File: src/hw/rtl/des_cfb_pkg.sv
// Shared constants, tables, types and permutation functions for the DES CFB segment cipher.
`default_nettype none

package des_cfb_pkg;

    // Segment width in bits (1 to 63).
    localparam int SEGMENT_BITS = 32;
    localparam int SEG_W        = SEGMENT_BITS;
    localparam logic [63:0] SEG_MASK = (64'd1 << SEGMENT_BITS) - 64'd1;

    localparam int IN_W  = 32;
    localparam int OUT_W = 32;

    localparam int NUM_ROUNDS = 16;
    localparam int ROUND_W    = $clog2(NUM_ROUNDS);

    // Configuration register indexes
    localparam logic CFG_IDX_KEY = 1'b0;
    localparam logic CFG_IDX_DIR = 1'b1;

    // Direction codes
    localparam logic DIR_ENCRYPT = 1'b0;
    localparam logic DIR_DECRYPT = 1'b1;

    typedef enum logic [1:0] {
        ST_IDLE,
        ST_ROUND,
        ST_FINISH
    } des_cfb_state_t;

    typedef struct packed {
        logic               load;
        logic               round_en;
        logic [ROUND_W-1:0] round_idx;
        logic               finish;
    } des_cfb_cmd_t;

    // Bit position tables, 1 = most significant bit
    localparam logic [6:0] IP_TAB [0:63] = '{
        7'd58, 7'd50, 7'd42, 7'd34, 7'd26, 7'd18, 7'd10, 7'd2,
        7'd60, 7'd52, 7'd44, 7'd36, 7'd28, 7'd20, 7'd12, 7'd4,
        7'd62, 7'd54, 7'd46, 7'd38, 7'd30, 7'd22, 7'd14, 7'd6,
        7'd64, 7'd56, 7'd48, 7'd40, 7'd32, 7'd24, 7'd16, 7'd8,
        7'd57, 7'd49, 7'd41, 7'd33, 7'd25, 7'd17, 7'd9,  7'd1,
        7'd59, 7'd51, 7'd43, 7'd35, 7'd27, 7'd19, 7'd11, 7'd3,
        7'd61, 7'd53, 7'd45, 7'd37, 7'd29, 7'd21, 7'd13, 7'd5,
        7'd63, 7'd55, 7'd47, 7'd39, 7'd31, 7'd23, 7'd15, 7'd7};

    localparam logic [6:0] FP_TAB [0:63] = '{
        7'd40, 7'd8, 7'd48, 7'd16, 7'd56, 7'd24, 7'd64, 7'd32,
        7'd39, 7'd7, 7'd47, 7'd15, 7'd55, 7'd23, 7'd63, 7'd31,
        7'd38, 7'd6, 7'd46, 7'd14, 7'd54, 7'd22, 7'd62, 7'd30,
        7'd37, 7'd5, 7'd45, 7'd13, 7'd53, 7'd21, 7'd61, 7'd29,
        7'd36, 7'd4, 7'd44, 7'd12, 7'd52, 7'd20, 7'd60, 7'd28,
        7'd35, 7'd3, 7'd43, 7'd11, 7'd51, 7'd19, 7'd59, 7'd27,
        7'd34, 7'd2, 7'd42, 7'd10, 7'd50, 7'd18, 7'd58, 7'd26,
        7'd33, 7'd1, 7'd41, 7'd9,  7'd49, 7'd17, 7'd57, 7'd25};

    localparam logic [5:0] E_TAB [0:47] = '{
        6'd32, 6'd1,  6'd2,  6'd3,  6'd4,  6'd5,
        6'd4,  6'd5,  6'd6,  6'd7,  6'd8,  6'd9,
        6'd8,  6'd9,  6'd10, 6'd11, 6'd12, 6'd13,
        6'd12, 6'd13, 6'd14, 6'd15, 6'd16, 6'd17,
        6'd16, 6'd17, 6'd18, 6'd19, 6'd20, 6'd21,
        6'd20, 6'd21, 6'd22, 6'd23, 6'd24, 6'd25,
        6'd24, 6'd25, 6'd26, 6'd27, 6'd28, 6'd29,
        6'd28, 6'd29, 6'd30, 6'd31, 6'd32, 6'd1};

    localparam logic [5:0] P_TAB [0:31] = '{
        6'd16, 6'd7,  6'd20, 6'd21, 6'd29, 6'd12, 6'd28, 6'd17,
        6'd1,  6'd15, 6'd23, 6'd26, 6'd5,  6'd18, 6'd31, 6'd10,
        6'd2,  6'd8,  6'd24, 6'd14, 6'd32, 6'd27, 6'd3,  6'd9,
        6'd19, 6'd13, 6'd30, 6'd6,  6'd22, 6'd11, 6'd4,  6'd25};

    localparam logic [6:0] PC1_TAB [0:55] = '{
        7'd57, 7'd49, 7'd41, 7'd33, 7'd25, 7'd17, 7'd9,
        7'd1,  7'd58, 7'd50, 7'd42, 7'd34, 7'd26, 7'd18,
        7'd10, 7'd2,  7'd59, 7'd51, 7'd43, 7'd35, 7'd27,
        7'd19, 7'd11, 7'd3,  7'd60, 7'd52, 7'd44, 7'd36,
        7'd63, 7'd55, 7'd47, 7'd39, 7'd31, 7'd23, 7'd15,
        7'd7,  7'd62, 7'd54, 7'd46, 7'd38, 7'd30, 7'd22,
        7'd14, 7'd6,  7'd61, 7'd53, 7'd45, 7'd37, 7'd29,
        7'd21, 7'd13, 7'd5,  7'd28, 7'd20, 7'd12, 7'd4};

    localparam logic [5:0] PC2_TAB [0:47] = '{
        6'd14, 6'd17, 6'd11, 6'd24, 6'd1,  6'd5,
        6'd3,  6'd28, 6'd15, 6'd6,  6'd21, 6'd10,
        6'd23, 6'd19, 6'd12, 6'd4,  6'd26, 6'd8,
        6'd16, 6'd7,  6'd27, 6'd20, 6'd13, 6'd2,
        6'd41, 6'd52, 6'd31, 6'd37, 6'd47, 6'd55,
        6'd30, 6'd40, 6'd51, 6'd45, 6'd33, 6'd48,
        6'd44, 6'd49, 6'd39, 6'd56, 6'd34, 6'd53,
        6'd46, 6'd42, 6'd50, 6'd36, 6'd29, 6'd32};

    localparam logic [1:0] ROT_TAB [0:NUM_ROUNDS-1] = '{
        2'd1, 2'd1, 2'd2, 2'd2, 2'd2, 2'd2, 2'd2, 2'd2,
        2'd1, 2'd2, 2'd2, 2'd2, 2'd2, 2'd2, 2'd2, 2'd1};

    localparam logic [3:0] SBOX [0:7][0:63] = '{
        '{4'd14, 4'd4, 4'd13, 4'd1, 4'd2, 4'd15, 4'd11, 4'd8,
          4'd3, 4'd10, 4'd6, 4'd12, 4'd5, 4'd9, 4'd0, 4'd7,
          4'd0, 4'd15, 4'd7, 4'd4, 4'd14, 4'd2, 4'd13, 4'd1,
          4'd10, 4'd6, 4'd12, 4'd11, 4'd9, 4'd5, 4'd3, 4'd8,
          4'd4, 4'd1, 4'd14, 4'd8, 4'd13, 4'd6, 4'd2, 4'd11,
          4'd15, 4'd12, 4'd9, 4'd7, 4'd3, 4'd10, 4'd5, 4'd0,
          4'd15, 4'd12, 4'd8, 4'd2, 4'd4, 4'd9, 4'd1, 4'd7,
          4'd5, 4'd11, 4'd3, 4'd14, 4'd10, 4'd0, 4'd6, 4'd13},
        '{4'd15, 4'd1, 4'd8, 4'd14, 4'd6, 4'd11, 4'd3, 4'd4,
          4'd9, 4'd7, 4'd2, 4'd13, 4'd12, 4'd0, 4'd5, 4'd10,
          4'd3, 4'd13, 4'd4, 4'd7, 4'd15, 4'd2, 4'd8, 4'd14,
          4'd12, 4'd0, 4'd1, 4'd10, 4'd6, 4'd9, 4'd11, 4'd5,
          4'd0, 4'd14, 4'd7, 4'd11, 4'd10, 4'd4, 4'd13, 4'd1,
          4'd5, 4'd8, 4'd12, 4'd6, 4'd9, 4'd3, 4'd2, 4'd15,
          4'd13, 4'd8, 4'd10, 4'd1, 4'd3, 4'd15, 4'd4, 4'd2,
          4'd11, 4'd6, 4'd7, 4'd12, 4'd0, 4'd5, 4'd14, 4'd9},
        '{4'd10, 4'd0, 4'd9, 4'd14, 4'd6, 4'd3, 4'd15, 4'd5,
          4'd1, 4'd13, 4'd12, 4'd7, 4'd11, 4'd4, 4'd2, 4'd8,
          4'd13, 4'd7, 4'd0, 4'd9, 4'd3, 4'd4, 4'd6, 4'd10,
          4'd2, 4'd8, 4'd5, 4'd14, 4'd12, 4'd11, 4'd15, 4'd1,
          4'd13, 4'd6, 4'd4, 4'd9, 4'd8, 4'd15, 4'd3, 4'd0,
          4'd11, 4'd1, 4'd2, 4'd12, 4'd5, 4'd10, 4'd14, 4'd7,
          4'd1, 4'd10, 4'd13, 4'd0, 4'd6, 4'd9, 4'd8, 4'd7,
          4'd4, 4'd15, 4'd14, 4'd3, 4'd11, 4'd5, 4'd2, 4'd12},
        '{4'd7, 4'd13, 4'd14, 4'd3, 4'd0, 4'd6, 4'd9, 4'd10,
          4'd1, 4'd2, 4'd8, 4'd5, 4'd11, 4'd12, 4'd4, 4'd15,
          4'd13, 4'd8, 4'd11, 4'd5, 4'd6, 4'd15, 4'd0, 4'd3,
          4'd4, 4'd7, 4'd2, 4'd12, 4'd1, 4'd10, 4'd14, 4'd9,
          4'd10, 4'd6, 4'd9, 4'd0, 4'd12, 4'd11, 4'd7, 4'd13,
          4'd15, 4'd1, 4'd3, 4'd14, 4'd5, 4'd2, 4'd8, 4'd4,
          4'd3, 4'd15, 4'd0, 4'd6, 4'd10, 4'd1, 4'd13, 4'd8,
          4'd9, 4'd4, 4'd5, 4'd11, 4'd12, 4'd7, 4'd2, 4'd14},
        '{4'd2, 4'd12, 4'd4, 4'd1, 4'd7, 4'd10, 4'd11, 4'd6,
          4'd8, 4'd5, 4'd3, 4'd15, 4'd13, 4'd0, 4'd14, 4'd9,
          4'd14, 4'd11, 4'd2, 4'd12, 4'd4, 4'd7, 4'd13, 4'd1,
          4'd5, 4'd0, 4'd15, 4'd10, 4'd3, 4'd9, 4'd8, 4'd6,
          4'd4, 4'd2, 4'd1, 4'd11, 4'd10, 4'd13, 4'd7, 4'd8,
          4'd15, 4'd9, 4'd12, 4'd5, 4'd6, 4'd3, 4'd0, 4'd14,
          4'd11, 4'd8, 4'd12, 4'd7, 4'd1, 4'd14, 4'd2, 4'd13,
          4'd6, 4'd15, 4'd0, 4'd9, 4'd10, 4'd4, 4'd5, 4'd3},
        '{4'd12, 4'd1, 4'd10, 4'd15, 4'd9, 4'd2, 4'd6, 4'd8,
          4'd0, 4'd13, 4'd3, 4'd4, 4'd14, 4'd7, 4'd5, 4'd11,
          4'd10, 4'd15, 4'd4, 4'd2, 4'd7, 4'd12, 4'd9, 4'd5,
          4'd6, 4'd1, 4'd13, 4'd14, 4'd0, 4'd11, 4'd3, 4'd8,
          4'd9, 4'd14, 4'd15, 4'd5, 4'd2, 4'd8, 4'd12, 4'd3,
          4'd7, 4'd0, 4'd4, 4'd10, 4'd1, 4'd13, 4'd11, 4'd6,
          4'd4, 4'd3, 4'd2, 4'd12, 4'd9, 4'd5, 4'd15, 4'd10,
          4'd11, 4'd14, 4'd1, 4'd7, 4'd6, 4'd0, 4'd8, 4'd13},
        '{4'd4, 4'd11, 4'd2, 4'd14, 4'd15, 4'd0, 4'd8, 4'd13,
          4'd3, 4'd12, 4'd9, 4'd7, 4'd5, 4'd10, 4'd6, 4'd1,
          4'd13, 4'd0, 4'd11, 4'd7, 4'd4, 4'd9, 4'd1, 4'd10,
          4'd14, 4'd3, 4'd5, 4'd12, 4'd2, 4'd15, 4'd8, 4'd6,
          4'd1, 4'd4, 4'd11, 4'd13, 4'd12, 4'd3, 4'd7, 4'd14,
          4'd10, 4'd15, 4'd6, 4'd8, 4'd0, 4'd5, 4'd9, 4'd2,
          4'd6, 4'd11, 4'd13, 4'd8, 4'd1, 4'd4, 4'd10, 4'd7,
          4'd9, 4'd5, 4'd0, 4'd15, 4'd14, 4'd2, 4'd3, 4'd12},
        '{4'd13, 4'd2, 4'd8, 4'd4, 4'd6, 4'd15, 4'd11, 4'd1,
          4'd10, 4'd9, 4'd3, 4'd14, 4'd5, 4'd0, 4'd12, 4'd7,
          4'd1, 4'd15, 4'd13, 4'd8, 4'd10, 4'd3, 4'd7, 4'd4,
          4'd12, 4'd5, 4'd6, 4'd11, 4'd0, 4'd14, 4'd9, 4'd2,
          4'd7, 4'd11, 4'd4, 4'd1, 4'd9, 4'd12, 4'd14, 4'd2,
          4'd0, 4'd6, 4'd10, 4'd13, 4'd15, 4'd3, 4'd5, 4'd8,
          4'd2, 4'd1, 4'd14, 4'd7, 4'd4, 4'd10, 4'd8, 4'd13,
          4'd15, 4'd12, 4'd9, 4'd0, 4'd3, 4'd5, 4'd6, 4'd11}};

    function automatic logic [63:0] des_ip(input logic [63:0] v);
        logic [63:0] r;
        r = '0;
        for (int i = 0; i < 64; i++)
            r[63-i] = v[64 - int'(IP_TAB[i])];
        return r;
    endfunction

    function automatic logic [63:0] des_fp(input logic [63:0] v);
        logic [63:0] r;
        r = '0;
        for (int i = 0; i < 64; i++)
            r[63-i] = v[64 - int'(FP_TAB[i])];
        return r;
    endfunction

    function automatic logic [55:0] des_pc1(input logic [63:0] key);
        logic [55:0] r;
        r = '0;
        for (int i = 0; i < 56; i++)
            r[55-i] = key[64 - int'(PC1_TAB[i])];
        return r;
    endfunction

    function automatic logic [47:0] des_pc2(input logic [55:0] cd);
        logic [47:0] r;
        r = '0;
        for (int i = 0; i < 48; i++)
            r[47-i] = cd[56 - int'(PC2_TAB[i])];
        return r;
    endfunction

    function automatic logic [27:0] des_rot28(input logic [27:0] v, input logic [1:0] amt);
        logic [27:0] r;
        if (amt == 2'd2)
            r = {v[25:0], v[27:26]};
        else
            r = {v[26:0], v[27]};
        return r;
    endfunction

    // Feistel function: expand, key mix, substitute, permute
    function automatic logic [31:0] des_f(input logic [31:0] r, input logic [47:0] sub);
        logic [47:0] x;
        logic [31:0] o;
        logic [31:0] p;
        logic [5:0]  six;
        x = '0;
        o = '0;
        p = '0;
        for (int i = 0; i < 48; i++)
            x[47-i] = r[32 - int'(E_TAB[i])];
        x = x ^ sub;
        for (int i = 0; i < 8; i++) begin
            six = x[47-6*i -: 6];
            o[31-4*i -: 4] = SBOX[i][{six[5], six[0], six[4:1]}];
        end
        for (int i = 0; i < 32; i++)
            p[31-i] = o[32 - int'(P_TAB[i])];
        return p;
    endfunction

endpackage

`default_nettype wire

File: src/hw/rtl/des_cfb_ctrl.sv
// Controller state machine: sequences load, sixteen rounds and the output update.
`default_nettype none

module des_cfb_ctrl
    import des_cfb_pkg::*;
(
    input  wire logic   clk,
    input  wire logic   rst_n,
    input  wire logic   in_valid,
    output logic        in_stall,
    output logic        out_valid,
    input  wire logic   out_stall,
    output des_cfb_cmd_t cmd
);

    des_cfb_state_t     state_reg, state_next;
    logic [ROUND_W-1:0] round_reg, round_next;
    logic               out_valid_reg, out_valid_next;

    always_ff @(posedge clk or negedge rst_n)
    begin
        if (!rst_n)
        begin
            state_reg     <= ST_IDLE;
            round_reg     <= '0;
            out_valid_reg <= 1'b0;
        end
        else
        begin
            state_reg     <= state_next;
            round_reg     <= round_next;
            out_valid_reg <= out_valid_next;
        end
    end

    always_comb
    begin
        state_next    = state_reg;
        round_next    = round_reg;
        cmd           = '0;
        cmd.round_idx = round_reg;
        in_stall      = 1'b1;

        unique case (state_reg)
            ST_IDLE:
            begin
                in_stall = 1'b0;
                if (in_valid)
                begin
                    cmd.load   = 1'b1;
                    round_next = '0;
                    state_next = ST_ROUND;
                end
            end
            ST_ROUND:
            begin
                cmd.round_en = 1'b1;
                round_next   = round_reg + 1'b1;
                if (round_reg == ROUND_W'(NUM_ROUNDS - 1))
                    state_next = ST_FINISH;
            end
            ST_FINISH:
            begin
                // Wait for room in the output register
                if (!out_valid_reg || !out_stall)
                begin
                    cmd.finish = 1'b1;
                    state_next = ST_IDLE;
                end
            end
            default:
            begin
                state_next = ST_IDLE;
            end
        endcase

        if (cmd.finish)
            out_valid_next = 1'b1;
        else if (out_valid_reg && !out_stall)
            out_valid_next = 1'b0;
        else
            out_valid_next = out_valid_reg;
    end

    assign out_valid = out_valid_reg;

endmodule

`default_nettype wire

File: src/hw/rtl/des_cfb_dp.sv
// Datapath: configuration, key schedule, DES round unit, feedback and output registers.
`default_nettype none

module des_cfb_dp
    import des_cfb_pkg::*;
(
    input  wire logic             clk,
    input  wire logic             rst_n,
    input  wire logic             cfg_valid,
    input  wire logic             cfg_ready,
    input  wire logic             cfg_index,
    input  wire logic [63:0]      cfg_data,
    input  wire logic [IN_W-1:0]  segment_in,
    input  wire logic             restart,
    input  wire des_cfb_cmd_t     cmd,
    output logic [OUT_W-1:0]      segment_out
);

    logic [63:0]      key_reg;
    logic             dir_reg;
    logic [63:0]      fb_reg, fb_next;
    logic [27:0]      c_reg, c_next;
    logic [27:0]      d_reg, d_next;
    logic [31:0]      l_reg, l_next;
    logic [31:0]      r_reg, r_next;
    logic [SEG_W-1:0] seg_reg, seg_next;
    logic [OUT_W-1:0] out_reg, out_next;

    logic [63:0] fb_start;
    logic [63:0] ip_block;
    logic [55:0] cd_init;
    logic [27:0] c_rot, d_rot;
    logic [47:0] subkey;
    logic [63:0] des_out;
    logic [63:0] keystream;
    logic [63:0] seg_wide;
    logic [63:0] result;
    logic [63:0] fb_shift_in;
    logic [63:0] seg_in_wide;

    // Configuration registers
    always_ff @(posedge clk or negedge rst_n)
    begin
        if (!rst_n)
        begin
            key_reg <= '0;
            dir_reg <= DIR_ENCRYPT;
        end
        else if (cfg_valid && cfg_ready)
        begin
            unique case (cfg_index)
                CFG_IDX_KEY: key_reg <= cfg_data;
                CFG_IDX_DIR: dir_reg <= cfg_data[0];
                default:     key_reg <= key_reg;
            endcase
        end
    end

    always_ff @(posedge clk or negedge rst_n)
    begin
        if (!rst_n)
            fb_reg <= '0;
        else
            fb_reg <= fb_next;
    end

    always_ff @(posedge clk)
    begin
        c_reg   <= c_next;
        d_reg   <= d_next;
        l_reg   <= l_next;
        r_reg   <= r_next;
        seg_reg <= seg_next;
        out_reg <= out_next;
    end

    always_comb
    begin
        fb_start    = restart ? '0 : fb_reg;
        ip_block    = des_ip(fb_start);
        cd_init     = des_pc1(key_reg);
        seg_in_wide = 64'(segment_in) & SEG_MASK;

        c_rot  = des_rot28(c_reg, ROT_TAB[cmd.round_idx]);
        d_rot  = des_rot28(d_reg, ROT_TAB[cmd.round_idx]);
        subkey = des_pc2({c_rot, d_rot});

        des_out     = des_fp({r_reg, l_reg});
        keystream   = des_out >> (64 - SEGMENT_BITS);
        seg_wide    = 64'(seg_reg);
        result      = (seg_wide ^ keystream) & SEG_MASK;
        fb_shift_in = (dir_reg == DIR_DECRYPT) ? seg_wide : result;

        fb_next  = fb_reg;
        c_next   = c_reg;
        d_next   = d_reg;
        l_next   = l_reg;
        r_next   = r_reg;
        seg_next = seg_reg;
        out_next = out_reg;

        if (cmd.load)
        begin
            fb_next  = fb_start;
            c_next   = cd_init[55:28];
            d_next   = cd_init[27:0];
            l_next   = ip_block[63:32];
            r_next   = ip_block[31:0];
            seg_next = SEG_W'(seg_in_wide);
        end
        else if (cmd.round_en)
        begin
            c_next = c_rot;
            d_next = d_rot;
            l_next = r_reg;
            r_next = l_reg ^ des_f(r_reg, subkey);
        end
        else if (cmd.finish)
        begin
            fb_next  = (fb_reg << SEGMENT_BITS) | fb_shift_in;
            out_next = result[OUT_W-1:0];
        end
    end

    assign segment_out = out_reg;

endmodule

`default_nettype wire

File: src/hw/rtl/des_cfb_segment_cipher_core.sv
// Top level of the DES CFB segment cipher: controller and datapath with stall-based channels.
// An accepted segment goes through the load, sixteen DES rounds on one shared round unit and
// one output/feedback update (ST_IDLE, ST_ROUND, ST_FINISH) before out_valid rises with it;
// for the feedback loop, no new segment is taken until ST_FINISH, which can wait on out_stall, ends.
// A finished result waits in the output register; the block then takes the next beat.
// Reset (rst_n low, asynchronous) clears the feedback register to the all-zero IV,
// the key and direction registers to zero, and empties the output register.
`default_nettype none

module des_cfb_segment_cipher_core
    import des_cfb_pkg::*;
(
    input  wire logic             clk,
    input  wire logic             rst_n,

    // Configuration write channel
    input  wire logic             cfg_valid,
    output logic                  cfg_ready,
    input  wire logic             cfg_index,
    input  wire logic [63:0]      cfg_data,

    // Input segment channel
    input  wire logic             in_valid,
    output logic                  in_stall,
    input  wire logic [IN_W-1:0]  segment_in,
    input  wire logic             restart,

    // Output segment channel
    output logic                  out_valid,
    input  wire logic             out_stall,
    output logic [OUT_W-1:0]      segment_out
);

    des_cfb_cmd_t cmd;

    // Configuration must be written only while idle; the block does not enforce it, so always take the beat.
    assign cfg_ready = 1'b1;

    // Controller: accepts an input beat when idle, steps the round counter,
    // then holds the finished segment until the output register frees up.
    des_cfb_ctrl u_ctrl (
        .clk       (clk),
        .rst_n     (rst_n),
        .in_valid  (in_valid),
        .in_stall  (in_stall),
        .out_valid (out_valid),
        .out_stall (out_stall),
        .cmd       (cmd)
    );

    // Datapath: IP and PC1 on load, one Feistel round per cycle, then FP,
    // keystream XOR and feedback shift on finish.
    des_cfb_dp u_dp (
        .clk         (clk),
        .rst_n       (rst_n),
        .cfg_valid   (cfg_valid),
        .cfg_ready   (cfg_ready),
        .cfg_index   (cfg_index),
        .cfg_data    (cfg_data),
        .segment_in  (segment_in),
        .restart     (restart),
        .cmd         (cmd),
        .segment_out (segment_out)
    );

endmodule

`default_nettype wire
File: config.mk
export PLATFORM = sky130hd
export DESIGN_NAME = des_cfb_segment_cipher_core
export DESIGN_NICKNAME = d
export VERILOG_FILES = /design/src/hw/rtl/des_cfb_pkg.sv /design/src/hw/rtl/des_cfb_ctrl.sv /design/src/hw/rtl/des_cfb_dp.sv /design/src/hw/rtl/des_cfb_segment_cipher_core.sv
export SDC_FILE = /design/constraint.sdc
export NUM_CORES = 1
export LEC_CHECK = 0
export BUFFER_PORTS_ARGS = -buffer_cell sky130_fd_sc_hd__clkbuf_2
export CAP_MARGIN = 20
export CORE_MARGIN = 2
export CORE_UTILIZATION = 60
export DETAILED_ROUTE_END_ITERATION = 10
export PLACE_DENSITY = 0.79
export SLEW_MARGIN = 20
export SYNTH_ARGS = -nofsm -noshare
export SYNTH_HDL_FRONTEND = slang
export SYNTH_HIERARCHICAL = 1
export SYNTH_SLANG_ARGS = --single-unit
File: constraint.sdc
create_clock -name clk -period 6.9 [get_ports clk]
set_clock_uncertainty 0.2 [all_clocks]
set_input_delay 0.345 -clock clk [delete_from_list [all_inputs] [get_ports clk]]
set_output_delay 0.345 -clock clk [all_outputs]
set_load 0.02 [all_outputs]
Yosys cells after proc, flatten, opt, wreduce, memory -nomap -nowiden
Memory sizes are Yosys's and may differ from the RTL's.
Cells that the tools add are included.
{ "totals": {"mem_bits_ro": 2080, "memories": 9, "output_inout_bits": 35, "wordCells": 117, "regBits": 320} }
{ "op_classes": {"n_mux": 47, "n_bitwise": 16, "reduce_logical": 15, "addsub": 1, "eq_ne": 8, "order_cmp": 9} }
{ "mem_list": {"columns": ["memory", "words", "word_bits", "rd", "rd_ports_with_merged_regs", "wr", "line_no", "source"], "rows": [
  ["(no name shown)", 64, 4, 1, 0, 0, "des_cfb_pkg.sv:220", "o[31-4*i -: 4] = SBOX[i][{six[5], six[0], six[4:1]}];"],
  ["(no name shown)", 64, 4, 1, 0, 0, "des_cfb_pkg.sv:220", null],
  ["(no name shown)", 64, 4, 1, 0, 0, "des_cfb_pkg.sv:220", null],
  ["(no name shown)", 64, 4, 1, 0, 0, "des_cfb_pkg.sv:220", null],
  ["(no name shown)", 64, 4, 1, 0, 0, "des_cfb_pkg.sv:220", null],
  ["(no name shown)", 64, 4, 1, 0, 0, "des_cfb_pkg.sv:220", null],
  ["3 more memories", null, null, null, null, null, null, null]
]} }
{ "op_table": {"columns": ["cell", "n"], "rows": [
  ["64-bit two-way mux", 4],
  ["28-bit two-way mux", 6],
  ["32-bit two-way mux", 5],
  ["4-bit two-way mux", 17],
  ["64-bit bitwise OR", 1],
  ["32-bit XOR", 2],
  ["7-bit >= comparator, second input constant", 8],
  ["6-bit NOT with 7-bit output", 8],
  ["48-bit XOR", 1],
  ["2-bit two-way mux", 5],
  ["1-bit two-way mux", 8],
  ["4-bit one-hot mux with 2 select lines", 1],
  ["2-bit AND reduction", 4],
  ["2-bit nonzero test", 4],
  ["2-bit by 1-bit inequality test with 1-bit output, second input constant", 3],
  ["2-bit one-hot mux with 3 select lines", 1],
  ["3-bit AND reduction", 2],
  ["5-bit >= comparator, second input constant", 1],
  ["4-bit NOT with 5-bit output", 1],
  ["4-bit by 1-bit adder with 4-bit output, second input constant", 1],
  ["2-bit equality test, second input constant", 2],
  ["4-bit equality test, second input constant", 1],
  ["1-bit NOT", 3],
  ["2-bit by 1-bit equality test with 1-bit output, second input constant", 1],
  ["other kinds (5)", 6]
]} }

Logic depth before layout (Yosys ltp)
{ "logic_depth": {"depth_word": 14, "mapped_depth": 18} }

By module
The synthesis kept the hierarchy.
{ "modules_own_cells": {"columns": ["module", "area_each_um2", "n_inst", "seq_area_each_um2", "cells_each"], "rows": [
  ["des_cfb_dp", 19578.8, 1, 8553.2, 1935],
  ["des_cfb_ctrl", 336.6, 1, 175.2, 33],
  ["des_cfb_segment_cipher_core", 11.3, 1, 0.0, 2]
]} }

Worst setup path before layout
OpenSTA, ideal clock, no wires.
{ "synth_timing": {"path_type": "register to register", "startpoint": "register u_ctrl.state_reg[0]", "endpoint": "register u_dp.fb_reg[23]", "required_ns": 6.575, "arrival_time_ns": 5.376, "setup_ns": 0.125, "synth_period_minus_slack_ns": 5.701, "slack_ns": 1.199, "path_buffers": 2, "path_stages_with_launch": 8, "cell_sequence": "dfrtp_1 > or2_2 > nor2_1 > or2_2 > nor2_1 > clkbuf_1 > buf_1 > a22o_1"} }
{ "synth_rtl": {"columns": ["element", "line_no", "source"], "rows": [
  ["start, declared", "des_cfb_ctrl.sv:16", "des_cfb_state_t state_reg, state_next;"],
  ["start signal, assigned", "des_cfb_ctrl.sv:30", "state_reg <= state_next;"],
  ["end signal, assigned", "des_cfb_dp.sv:64", "fb_reg <= fb_next;"],
  ["end, declared", "des_cfb_dp.sv:21", "logic [63:0] fb_reg, fb_next;"]
]} }

Final worst setup path
{ "layout_timing": {"startpoint": "register u_ctrl.round_reg[2]", "endpoint": "register u_dp.r_reg[6] (data pin)"} }
{ "layout_between": {"elab_chain_cells": 14} }
{ "layout_lines": {"columns": ["element", "line_no", "source"], "rows": [
  ["start, declared", "des_cfb_ctrl.sv:17", "logic [ROUND_W-1:0] round_reg, round_next;"],
  ["start signal, assigned", "des_cfb_ctrl.sv:31", "round_reg <= round_next;"],
  ["4-bit NOT with 5-bit output (implied by the code)", "des_cfb_dp.sv:84", "c_rot = des_rot28(c_reg, ROT_TAB[cmd.round_idx]);"],
  ["memory read 16 x 2 bit", null, null],
  ["2-bit two-way mux", null, null],
  ["2-bit two-way mux (implied by the code)", "des_cfb_dp.sv:84", null],
  ["2-bit equality test", "des_cfb_pkg.sv:199", "if (amt == 2'd2)"],
  ["28-bit two-way mux", "des_cfb_pkg.sv:199", null],
  ["48-bit XOR", "des_cfb_pkg.sv:217", "x = x ^ sub;"],
  ["6-bit NOT with 7-bit output (implied by the code)", "des_cfb_pkg.sv:220", null],
  ["memory read 64 x 4 bit", null, null],
  ["4-bit two-way mux (implied by the code) (2 in a row)", "des_cfb_pkg.sv:220", null],
  ["32-bit XOR", "des_cfb_dp.sv:116", "r_next = l_reg ^ des_f(r_reg, subkey);"],
  ["32-bit two-way mux", "des_cfb_dp.sv:111", "else if (cmd.round_en)"],
  ["32-bit two-way mux", "des_cfb_dp.sv:102", "if (cmd.load)"],
  ["named net u_dp.r_next[6]", "des_cfb_dp.sv:25", "logic [31:0] r_reg, r_next;"],
  ["end signal, assigned", "des_cfb_dp.sv:72", "r_reg <= r_next;"],
  ["end, declared", "des_cfb_dp.sv:25", null]
]} }
The timed path passes the listed nets, and every way through them passes these cells. The select of a mux whose other input is x is not followed.
A chain may end at the register's enable or synchronous reset.

==> out/results.ini <==
[route]
drt_iter0_markers=1870
post_drt_wl_per_cell_um=22.5
routed_wl_um=58200
firstDrtPassIters=5
via_count=16754
drc=0
final_antenna_net_count=0
avgViaCountPerCell=6.48

[final_layout]
multiInputGateArea_sq_mm=0.0105
largest_reg_flops=64
syn_to_final_growth_pct=14.7
nFillCells=2403
drive_above_1_share_pct=14.7
layout.area.seq_sq_mm=0.00873
nets=2281

[synthesis]
synthArstFlopShare_pct=41.0
synth_top_area_cell=edfxtp_1
synth_cell_type_count=90
yosysWarnings=6
synth_top_cell_area_share_pct=27.7
synth_seq_area_share_pct=43.8
synth_most_common_cell=edfxtp_1
synthTopCellsByCount=184 x edfxtp_1, 128 x dfrtp_1, 123 x nand2_1
ys_top_cells_by_area=edfxtp_1 28%, dfrtp_1 16%, mux2i_1 4.5%
synth_edf_count=184
syn_avg_cell_area_sq_um=10.1
synthCells=1970
ys_ff_latch=312
netlist_area_sq_mm=0.0199
ys.flop_type=edfxtp_1

[global_routing]
antenna_found_initial=1
grt_pass1_wl_um=89900
grt_max_degree=86
grt_use_total_pct=33.6
met3_usage_pct=5.41
top_usage_layer=met2
grt_pass1_vias=15832
gr-usage-met1_pct=46.3
grt.overflow.total=0
met2_usage_pct=53.0

[timing]
hold_viol_final=0
post-route-period-util_pct=71.2
period_needed_ps=4920
setup_viol=0
fmax_mhz=203
tns_ps=0
maxSlewHeadroom_pct=31.4
grt_setup_unrepaired=no
worst_pin_slew_ps=1020
maxSlewViolCount=0

[placed_design]
place_congestion=0.934
port_buffers=129
dp_hpwl_um=39400

[clock_tree]
cts_tree=built
cts.sinks=312
clock_path_buffers=3
cts_buffers=35
clk_latency_ps=530
cts_resized=0
cts_root_buf=clkbuf_16
ctsHtreeMaxLevel=2
clkTransAtPathRegs_ps=60
post_cts_buffers=0

[run]
drv_cap=0

[floorplanning]
ios=138
coreArea_sq_mm=0.0326
fp.dieH_um=186
num_rows=66
fp.dieW_um=186
start_util_pct=61.1
dieArea_sq_mm=0.0347

[setup_path]
rr_worst_depth=12
timing.rr.end=u_dp/r_reg[6]
cp_max_fo=20
crit_type=flip-flop to flip-flop
worst_setup_path_end_kind=flip-flop
reg2reg_from=u_ctrl/round_reg[2]
endpoint=u_dp/r_reg[6]
cp.required_ps=6940
cp-start-kind=flip-flop
reg2reg_slack_ps=1980
cp.arrival_ps=4950
cp-startpoint=u_ctrl/round_reg[2]

[hold_path]
min-delay-path-class=input port to flip-flop
whs_path_depth=3

[run_status]
run_status=complete, no violations

==> repair_timing <==
item	CTS	global route
setup endpoints to repair	0	0
endpoints found under the hold margin	126	0
hold buffers	92	0
==> worst max-delay path: stages, from the launching register on <==
cell	delay [ps]
dfrtp_1	620
a211oi_4	640
buf_4	270
a211oi_1	60
nor2_1	560
inv_1	290
ha_1	340
or3_1	400
mux2i_1	130
o21ai_0	130
a32oi_1	660
xor2_1	210
o21ai_0	110
==> how the worst min path moves through the flow <==
stage,from,endpoint
2_1_floorplan,rst_n,u_ctrl/out_valid
6_report,restart,u_dp/fb_reg[47]
5_1_grt,restart,u_dp/fb_reg[47]
3_3_place_gp,rst_n,u_dp/key_reg[53]
4_1_cts,restart,u_dp/fb_reg[47]
3_5_place_dp,rst_n,u_dp/key_reg[53]
==> metrics by stage <==
| stage | setup slack, ps | area, sq um | util, % | instances | hold WS, ps |
|---|---|---|---|---|---|
| after global routing | 1660 | 22900 | 70.1 | 2585 | 82.5 |
| after detailed placement | 2080 | 20700 | 63.6 | 2428 | 148 |
| after global placement | 2180 | 20700 | 63.6 | 2428 | 140 |
| after CTS | 2080 | 22900 | 70.1 | 2584 | 74.7 |
| final | 1980 | 22900 | 70.1 | 2585 | 80.2 |
| after floorplan | 1200 | 19900 | - | 1972 | -151 |
==> placed cells by master, fill, tap and decap left out, types with 85 or more instances in the layout <==
master         Yosys  routed
dlygate4sd3_1      0      92
mux2i_1           89      89
nor2_1           122     118
o21ai_0           88      88
nand2_1          123     123
edfxtp_1         184     184
a22o_1            85      85
nand2b_1          91      91
clkbuf_2           0     128
a21oi_1          114     113
dfrtp_1          128     127
==> logic make-up (layout without fill, tap and decap cells) <==
group,count (synthesis),in the layout,share of synthesized area [%]
AOI/OAI and AO/OA,563,563,19.8
xor gates and xnor gates,121,121,5.39
adders and majority gates,64,64,4.01
buffers and inverters,186,356,4.02
DFF,312,312,43.8
muxes,155,155,8.43
other,1,4,0.0188
and+or+nand+nor,568,568,14.5
==> cell type report <==
class | instances | area share, %
antenna | 1 | 0.0109
clock buffer | 50 | 4.57
clock inverter | 14 | 0.657
inverter | 50 | 0.832
multi-input combinational | 1474 | 45.7
sequential | 312 | 38.2
tap | 442 | 2.42
timing repair buffer | 242 | 7.61
==> metal layers <==
layer	vias up	wire (um)
li1	7621	-
met1	8172	23600
met2	826	26800
met3	135	4990
met4	0	2750
met5	-	0
Power is not shown: default switching activity piles up to over one toggle a cycle in this logic, so the estimate is an artifact.
